==> src/hw/rtl/spq_pkg.sv <==
// shared types, sizes and codes for the sorted priority queue
package spq_pkg;

   localparam int QUEUE_DEPTH = 16;
   localparam int DATA_W      = 32;
   localparam int COUNT_W     = $clog2(QUEUE_DEPTH + 1);
   localparam int STATUS_W    = 2;

   // operation codes
   localparam logic OP_INSERT = 1'b0;
   localparam logic OP_REMOVE = 1'b1;

   // result status codes
   localparam logic [STATUS_W-1:0] ST_DONE  = 2'd0;
   localparam logic [STATUS_W-1:0] ST_FULL  = 2'd1;
   localparam logic [STATUS_W-1:0] ST_EMPTY = 2'd2;

   // one stored entry
   typedef struct packed {
      logic [DATA_W-1:0] value;
      logic [DATA_W-1:0] prio;
   } entry_type;

   // per-cycle command broadcast to every cell
   typedef struct packed {
      logic insert;
      logic remove;
   } cell_cmd_type;

endpackage

==> src/hw/rtl/spq_cell.sv <==
// one slot of the sorted chain: compare against the new item and shift
module spq_cell (
   input  logic                  clock,
   input  spq_pkg::cell_cmd_type cmd,
   input  logic                  occupied,
   input  logic                  left_le,
   input  spq_pkg::entry_type    new_entry,
   input  spq_pkg::entry_type    prev_entry,
   input  spq_pkg::entry_type    next_entry,
   output spq_pkg::entry_type    entry,
   output logic                  le
);

   spq_pkg::entry_type entry_ff;
   spq_pkg::entry_type entry_in;

   // stored entry sorts at or ahead of the new item
   assign le = occupied &&
               ($signed(entry_ff.prio) <= $signed(new_entry.prio));

   // keep, take the new item, or shift right on insert; shift left on remove
   always_comb begin
      entry_in = entry_ff;
      if (cmd.insert) begin
         if (le) begin
            entry_in = entry_ff;
         end else if (left_le) begin
            entry_in = new_entry;
         end else begin
            entry_in = prev_entry;
         end
      end else if (cmd.remove) begin
         entry_in = next_entry;
      end
   end

   always_ff @(posedge clock) begin
      entry_ff <= entry_in;
   end

   assign entry = entry_ff;

endmodule

==> src/hw/rtl/sorted_priority_queue_core.sv <==
// top level: sorted priority queue built as a chain of compare-and-shift cells
//
// Usage: drive req_opcode, req_item_value and req_item_priority with start
// high; the item is taken at the rising edge where start is high and busy is
// low. Opcode insert places the entry behind every stored entry of lower or
// equal priority (equal priorities leave in arrival order); opcode remove
// takes out the head, the entry of lowest signed priority.
// Every item gives one result, presented for exactly one cycle with rsp_valid
// high, in the cycle after the item is taken. It carries the status (done,
// refused because full, refused because empty), the removed entry (zero when
// nothing is removed) and the entry count after the operation.
// Throughput is one item per cycle: every cell compares its own priority with
// the new item and loads its new contents in the same cycle, so the cost of
// an operation does not depend on the fill level.
// Reset clears the entry count; cell contents are left as they are and are
// never read before they are written. busy is high while reset is held and
// in the cycle after it, then stays low. The receiver cannot stall, so
// results are never held back.
module sorted_priority_queue_core (
   input  logic                         clock,
   input  logic                         reset,
   input  logic                         start,
   output logic                         busy,
   input  logic                         req_opcode,
   input  logic signed [31:0]           req_item_value,
   input  logic signed [31:0]           req_item_priority,
   output logic                         rsp_valid,
   output logic [spq_pkg::STATUS_W-1:0] rsp_status,
   output logic signed [31:0]           rsp_removed_value,
   output logic signed [31:0]           rsp_removed_priority,
   output logic [spq_pkg::COUNT_W-1:0]  rsp_entry_count
);

   localparam int DEPTH = spq_pkg::QUEUE_DEPTH;

   logic                         busy_ff;
   logic [spq_pkg::COUNT_W-1:0]  count_ff, count_in;
   logic                         rsp_valid_ff;
   logic [spq_pkg::STATUS_W-1:0] status_ff, status_in;
   spq_pkg::entry_type           removed_ff, removed_in;

   logic                  accept, full, empty, do_insert, do_remove;
   spq_pkg::cell_cmd_type cmd;
   spq_pkg::entry_type    new_entry;
   spq_pkg::entry_type    entries [DEPTH];
   logic [DEPTH-1:0]      le_vec;

   // command decode
   assign accept    = start && !busy_ff;
   assign full      = (count_ff == spq_pkg::COUNT_W'(DEPTH));
   assign empty     = (count_ff == '0);
   assign do_insert = accept && (req_opcode == spq_pkg::OP_INSERT) && !full;
   assign do_remove = accept && (req_opcode == spq_pkg::OP_REMOVE) && !empty;
   assign cmd.insert = do_insert;
   assign cmd.remove = do_remove;
   assign new_entry.value = req_item_value;
   assign new_entry.prio  = req_item_priority;

   // cell chain
   for (genvar i = 0; i < DEPTH; i++) begin : g_cell
      spq_pkg::entry_type prev_e, next_e;
      logic               left_le;
      if (i == 0) begin : g_head
         assign prev_e  = new_entry;
         assign left_le = 1'b1;
      end else begin : g_body
         assign prev_e  = entries[i-1];
         assign left_le = le_vec[i-1];
      end
      if (i == DEPTH - 1) begin : g_tail
         assign next_e = entries[i];
      end else begin : g_inner
         assign next_e = entries[i+1];
      end
      spq_cell u_cell (
         .clock      (clock),
         .cmd        (cmd),
         .occupied   (spq_pkg::COUNT_W'(i) < count_ff),
         .left_le    (left_le),
         .new_entry  (new_entry),
         .prev_entry (prev_e),
         .next_entry (next_e),
         .entry      (entries[i]),
         .le         (le_vec[i])
      );
   end

   // count and result
   always_comb begin
      count_in   = count_ff;
      status_in  = spq_pkg::ST_DONE;
      removed_in = '0;
      if (req_opcode == spq_pkg::OP_INSERT) begin
         if (full) begin
            status_in = spq_pkg::ST_FULL;
         end else if (do_insert) begin
            count_in = count_ff + spq_pkg::COUNT_W'(1);
         end
      end else begin
         if (empty) begin
            status_in = spq_pkg::ST_EMPTY;
         end else if (do_remove) begin
            removed_in = entries[0];
            count_in   = count_ff - spq_pkg::COUNT_W'(1);
         end
      end
   end

   // control registers
   always_ff @(posedge clock) begin
      if (reset) begin
         busy_ff      <= 1'b1;
         count_ff     <= '0;
         rsp_valid_ff <= 1'b0;
      end else begin
         busy_ff      <= 1'b0;
         rsp_valid_ff <= accept;
         if (accept) begin
            count_ff <= count_in;
         end
      end
   end

   // result payload
   always_ff @(posedge clock) begin
      if (accept) begin
         status_ff  <= status_in;
         removed_ff <= removed_in;
      end
   end

   assign busy                 = busy_ff;
   assign rsp_valid            = rsp_valid_ff;
   assign rsp_status           = status_ff;
   assign rsp_removed_value    = removed_ff.value;
   assign rsp_removed_priority = removed_ff.prio;
   assign rsp_entry_count      = count_ff;

endmodule

==> config.mk <==
export PLATFORM = sky130hd
export DESIGN_NAME = sorted_priority_queue_core
export DESIGN_NICKNAME = d
export VERILOG_FILES = /design/src/hw/rtl/spq_pkg.sv /design/src/hw/rtl/spq_cell.sv /design/src/hw/rtl/sorted_priority_queue_core.sv
export SDC_FILE = /design/constraint.sdc
export NUM_CORES = 2
export LEC_CHECK = 0
export ABC_AREA = 1
export BUFFER_PORTS_ARGS = -buffer_cell sky130_fd_sc_hd__clkbuf_2
export CAP_MARGIN = 20
export CORE_MARGIN = 2
export CORE_UTILIZATION = 30
export CTS_CLUSTER_DIAMETER = 40
export CTS_CLUSTER_SIZE = 24
export DETAILED_ROUTE_END_ITERATION = 8
export PLACE_DENSITY = 0.51
export SLEW_MARGIN = 20
export SYNTH_ARGS = -nofsm -noshare
export SYNTH_HDL_FRONTEND = slang
export SYNTH_HIERARCHICAL = 1
export SYNTH_SLANG_ARGS = --single-unit
==> constraint.sdc <==
create_clock -name clock -period 5 [get_ports clock]
set_input_delay 0.25 -clock clock [delete_from_list [all_inputs] [get_ports clock]]
set_output_delay 0.25 -clock clock [all_outputs]
set_load 0.01 [all_outputs]
# After elaboration in Yosys (flattened, before gate mapping)
# Cells that the tools add are included.
[totals]
register_bits = 1097
input_bits = 68
wordCells = 208
output_inout_bits = 73
[classes]
muxes = 69
eq_ne = 19
addsub = 2
bitwise_logic = 3
n_reduce_logical = 45
magnitude_cmp = 32
[ops]
columns = ["cell", "count"]
rows = [
  ["2-to-1 mux 64 bit", 60],
  ["less-or-equal comparator 32 bit", 16],
  ["< comparator 4 x 5 -> 1 bit, first input constant", 8],
  ["!= test 2 bit, second input constant", 17],
  ["AND reduction 2 bit", 16],
  ["2-to-1 mux 5 bit", 5],
  ["logical AND 1 bit", 21],
  ["< comparator 3 x 5 -> 1 bit, first input constant", 4],
  ["< comparator 1 x 5 -> 1 bit, first input constant", 2],
  ["< comparator 2 x 5 -> 1 bit, first input constant", 2],
  ["adder 5 x 1 -> 5 bit, second input constant", 1],
  ["equality test 5 bit, second input constant", 1],
  ["logical NOT 5 bit", 1],
  ["AND reduction 5 bit", 1],
  ["subtractor 5 x 1 -> 5 bit, second input constant", 1],
  ["2-to-1 mux 2 bit", 2],
  ["nonzero test 2 bit", 2],
  ["logical NOT 1 bit", 3],
  ["inverter 1 bit", 3],
  ["OR reduction 3 bit", 1],
  ["2-to-1 mux 1 bit", 2],
  ["!= test 2 x 1 -> 1 bit, second input constant", 1],
]

# Logic depth before layout (Yosys ltp)
[logic_depth]
depth_word = 7
mapped_depth = 22
depth_no_buf = 20

# Modules after synthesis
# The synthesis kept the hierarchy.
[by_module_without_submodules]
columns = ["module", "seq_area_each_um2", "instances", "cells_per_inst", "area_each_um2"]
rows = [
  ["spq_cell (g_cell[0].u_cell ...)", 1921.8, 14, 500, 4087.7],
  ["spq_cell (g_cell[8].u_cell ...)", 1921.8, 2, 498, 4061.4],
  ["sorted_priority_queue_core", 2122.0, 1, 290, 3081.7],
]

# Worst setup path before layout
# OpenSTA, ideal clock, no wires.
[synth_path]
path_kind = "register -> register"
from = "register count_ff, in the netlist rsp_entry_count[0]"
to = "register g_cell[8].u_cell.entry_ff, in the netlist g_cell[8].u_cell/entry[0], enable pin"
setup_time_ns = 0.688
period_less_slack_ns = 4.188
n_path_buf = 2
required_ns = 4.312
arrival_time_ns = 3.500
path_slack_ns = 0.812
stages_incl_launch_ff = 13
path_cell_list = "dfxtp_1 > inv_1 > ha_1 > nand2_1 > inv_1 > nand2_1 > nand2_2 > inv_1 > inv_1 > buf_2 > clkbuf_8 > nand2_1 > nand2_1"
[synth_between]
elab_chain_len = 5
elab_cells_between_ends = 11
classes_between = "order compare (1); eq/ne (2); reduce/logical (8)"
[synth_rtl]
columns = ["item", "line_no", "rtl"]
rows = [
  ["start, declared", "sorted_priority_queue_core.sv:37", "logic [spq_pkg::COUNT_W-1:0] count_ff, count_in;"],
  ["start signal, assigned", "sorted_priority_queue_core.sv:119", "count_ff <= count_in;"],
  ["equality test 5 bit (*)", "sorted_priority_queue_core.sv:50", "assign full = (count_ff == spq_pkg::COUNT_W'(DEPTH));"],
  ["logical NOT 1 bit (*)", "sorted_priority_queue_core.sv:52", "assign do_insert = accept && (req_opcode == spq_pkg::OP_INSERT) && !full;"],
  ["logical AND 1 bit (*)", "sorted_priority_queue_core.sv:52", ""],
  ["via do_insert", "sorted_priority_queue_core.sv:42", "logic accept, full, empty, do_insert, do_remove;"],
  ["!= test 2 bit (no source line) or nonzero test 2 bit (tied branches)", "--", ""],
  ["AND reduction 2 bit (no source line) (*)", "--", ""],
  ["end signal, assigned", "spq_cell.sv:38", "entry_ff <= entry_in;"],
  ["end, declared", "spq_cell.sv:14", "spq_pkg::entry_type entry_ff;"],
]
# The timed path passes the listed nets; every way through them passes the cells marked *.
# A chain may end at the register's enable or synchronous reset.

# Worst setup path after layout
[layout_path]
from = "register count_ff, in the netlist rsp_entry_count[1]"
to = "register g_cell[3].u_cell.entry_ff, in the netlist g_cell[3].u_cell/entry[46], enable pin"
[layout_between]
elab_chain_len = 5
elab_cells_between_ends = 11
classes_between = "order compare (1); eq/ne (2); reduce/logical (8)"
[layout_rtl]
columns = ["item", "line_no"]
rows = [
  ["equality test 5 bit (*)", "sorted_priority_queue_core.sv:50"],
  ["logical NOT 1 bit (*)", "sorted_priority_queue_core.sv:52"],
  ["logical AND 1 bit (*)", "sorted_priority_queue_core.sv:52"],
  ["via do_insert", "sorted_priority_queue_core.sv:42"],
  ["!= test 2 bit (no source line) or nonzero test 2 bit (tied branches)", "--"],
  ["AND reduction 2 bit (no source line) (*)", "--"],
  ["end signal, assigned", "spq_cell.sv:38"],
  ["end, declared", "spq_cell.sv:14"],
]
# Marks and branches as above.

==> results.sh <==
export IMPL_run_status="finished clean"
export IMPL_clock_root_buffer="clkbuf_16"
export IMPL_pwr_share_seq_pct=38.6
export IMPL_finalNetCount=8922
export IMPL_grt_pass1_vias=61900
export IMPL_grt_pass1_wl_um=352000
export IMPL_setup_tns_final_ns=0
export IMPL_comb_power_share_pct=12.1
export IMPL_placed_area_um2=72300
export IMPL_holdWs_ns=0.0400
export IMPL_route_detailed_drc=0
export IMPL_p_clk_share_pct=49.3
export IMPL_wl_per_cell_um=19.4
export IMPL_tightest_slew_ns=1.03
export IMPL_p_sw_mw=8.05
export IMPL_dr_wl_met3_um=10000
export IMPL_dp_hpwl_um=156000
export IMPL_syn_inst=8285
export IMPL_ctsResizeCount=0
export IMPL_avgSynthCellArea_um2=8.26
export IMPL_vdd_drop_max_uv=282
export IMPL_syn2layout_area_growth_pct=16.2
export IMPL_netlist_area_um2=68400
export IMPL_grt_ovfl_total=0
export IMPL_power_leakage_nw=33.8
export IMPL_drt_pass1_iter_count=6
export IMPL_rows=175
export IMPL_pre_cts_ws_ns=0.902
export IMPL_period_needed_ns=4.19
export IMPL_avgViaCountPerCell=5.14
export IMPL_multiInputGateArea_um2=30800
export IMPL_top_layer="met5"
export IMPL_fin_cells=11500
export IMPL_core_area_um2=227000
export IMPL_final_antenna_net_count=0
export IMPL_dieArea_um2=232000
export IMPL_h_tree_depth=4
export IMPL_crit_type="reg -> reg"
export IMPL_dpl_cell_count=11100
export IMPL_fp_dieH_um=482
export IMPL_critPathArrivalTime_ns=4.68
export IMPL_via_count=59200
export IMPL_cts_max_path_buffers=3
export IMPL_clock_latency_ns=0.83
export IMPL_hold_viol=0
export IMPL_stdcell_area_um2=79500
export IMPL_final_layout_size_suffix_gt1_share_pct=10.3
export IMPL_regArea_um2=32900
export IMPL_port_buffer_count=140
export IMPL_critPathCaptureType="flip-flop"
export IMPL_sw_frac_of_total_pct=27.5
export IMPL_fin_skew_ns=0.0250
export IMPL_ys_warnings_count=6
export IMPL_max_cap_viol_count=0
export IMPL_drv_slew=0
export IMPL_met2_wirelength_um=113000
export IMPL_clock_sinks=1097
export IMPL_start_util_pct=30.1
export IMPL_rsz0062_at_grt="no"
export IMPL_grt_usage_pct=19.0
export IMPL_crit_path_start_kind="flip-flop"
export IMPL_place_congestion=0.850
export IMPL_clk_pin_slew_ns=0.05
export IMPL_cellPowerDensity_nw_per_um2=368
export IMPL_p_total_mw=29.2
export IMPL_ios=141
export IMPL_drt_met1_wl_um=94300
export IMPL_die_w_um=482
export IMPL_fin_ws_ns=0.813
export IMPL_grt_max_degree=145
export IMPL_drt_iter0_drc=4418
export IMPL_post_route_util_pct=35.0
export IMPL_max_freq_ghz=0.239
export IMPL_crit_fanout=110
export IMPL_timing_max_slew_rel_slack_pct=31.3
export IMPL_required_ns=5.49
export IMPL_min_period_over_period_pct=83.7
export IMPL_internal_power_mw=21.2
export IMPL_num_fill_cells=23500
export IMPL_cts_buffers=208
export IMPL_cts_tree="yes"
export IMPL_worstHoldPathType="in -> reg"
export IMPL_postRouteWirelength_um=224000
export IMPL_antenna_found_initial=12
export IMPL_setup_violations=0
-- critical path, cell delays in order (launching register included) --
cell and delay (ns):
dfxtp_1 0.57, inv_1 0.24, ha_1 0.27, nand2_1 0.08
inv_1 0.04, nand2_1 0.17, nand2_2 0.16, inv_8 0.57
buf_4 0.50, nand2_1 0.12, nand2_2 0.59, buf_12 0.31
-- worst paths after layout --
| check | to | slack [ns] | startpoint | depth (start not counted) |
|---|---|---|---|---|
| min | g_cell[0].u_cell/entry[3] | 0.04 | req_item_priority[3] | 3 |
| min reg2reg | g_cell[13].u_cell/entry[35] | 0.56 | g_cell[14].u_cell/entry[35] | 2 |
| max | g_cell[3].u_cell/entry[46] | 0.81 | rsp_entry_count[1] | 11 |
| max reg2reg | g_cell[3].u_cell/entry[46] | 0.81 | rsp_entry_count[1] | 11 |
-- cells in the final DEF, fill, tap and decap left out, types with 7 or more instances in the layout --
master,n
inv_6,16
edfxtp_1,1090
nand4_1,19
a21oi_2,14
nor2_1,1216
a21oi_1,214
inv_2,104
clkbuf_16,211
clkinv_2,27
nor2_2,42
dfxtp_1,7
inv_1,652
buf_12,19
inv_4,7
nand4_4,14
nand2_1,1664
bufinv_16,29
nand2_2,57
o21a_2,14
clkinv_1,41
clkinv_4,17
nand3_1,59
o21a_1,18
ha_1,516
o21ai_0,768
clkbuf_1,26
o21ai_1,1321
buf_4,119
a21o_1,16
clkinvlp_4,21
clkbuf_2,140
-- repair_timing --
item | in CTS | in global routing
setup buffers | 0 | 0
hold buffers | 5 | 0
endpoints found under the hold margin | 12 | 0
-- state kept, by name, summed over array words and instances (netlist names) --
register              flops
busy                      1
rsp_entry_count           5
rsp_valid                 1
g_cell.u_cell/entry    1024
rsp_removed_value        32
rsp_removed_priority     32
rsp_status                2
-- layer usage --
layer | track usage [%] | vias up
li1 | - | 28200
met1 | 23.5 | 29000
met2 | 33.8 | 1561
met3 | 2.50 | 446
met4 | 6.40 | 16
met5 | 0 | -
-- power groups by stage --
stage / clock [mW] / combinational [mW] / sequential (mW)
6_report: 14.4 / 3.52 / 11.3
3_5_place_dp: 0 / 3.49 / 11.5
5_1_grt: 15.1 / 4.00 / 11.3
4_1_cts: 14.7 / 3.51 / 11.3
3_3_place_gp: 0 / 3.40 / 11.5
2_1_floorplan: 0 / 2.29 / 11.3
-- cell type report --
type | count | share of cell area [%]
sequential | 1097 | 41.4
multi-input combinational | 5969 | 38.7
clock buffer | 240 | 6.82
tap | 3009 | 4.74
inverter | 779 | 3.71
timing repair buffer | 283 | 2.55
clock inverter | 143 | 2.10
antenna | 4 | 0.0126
Power figures use the tool's default switching activity.
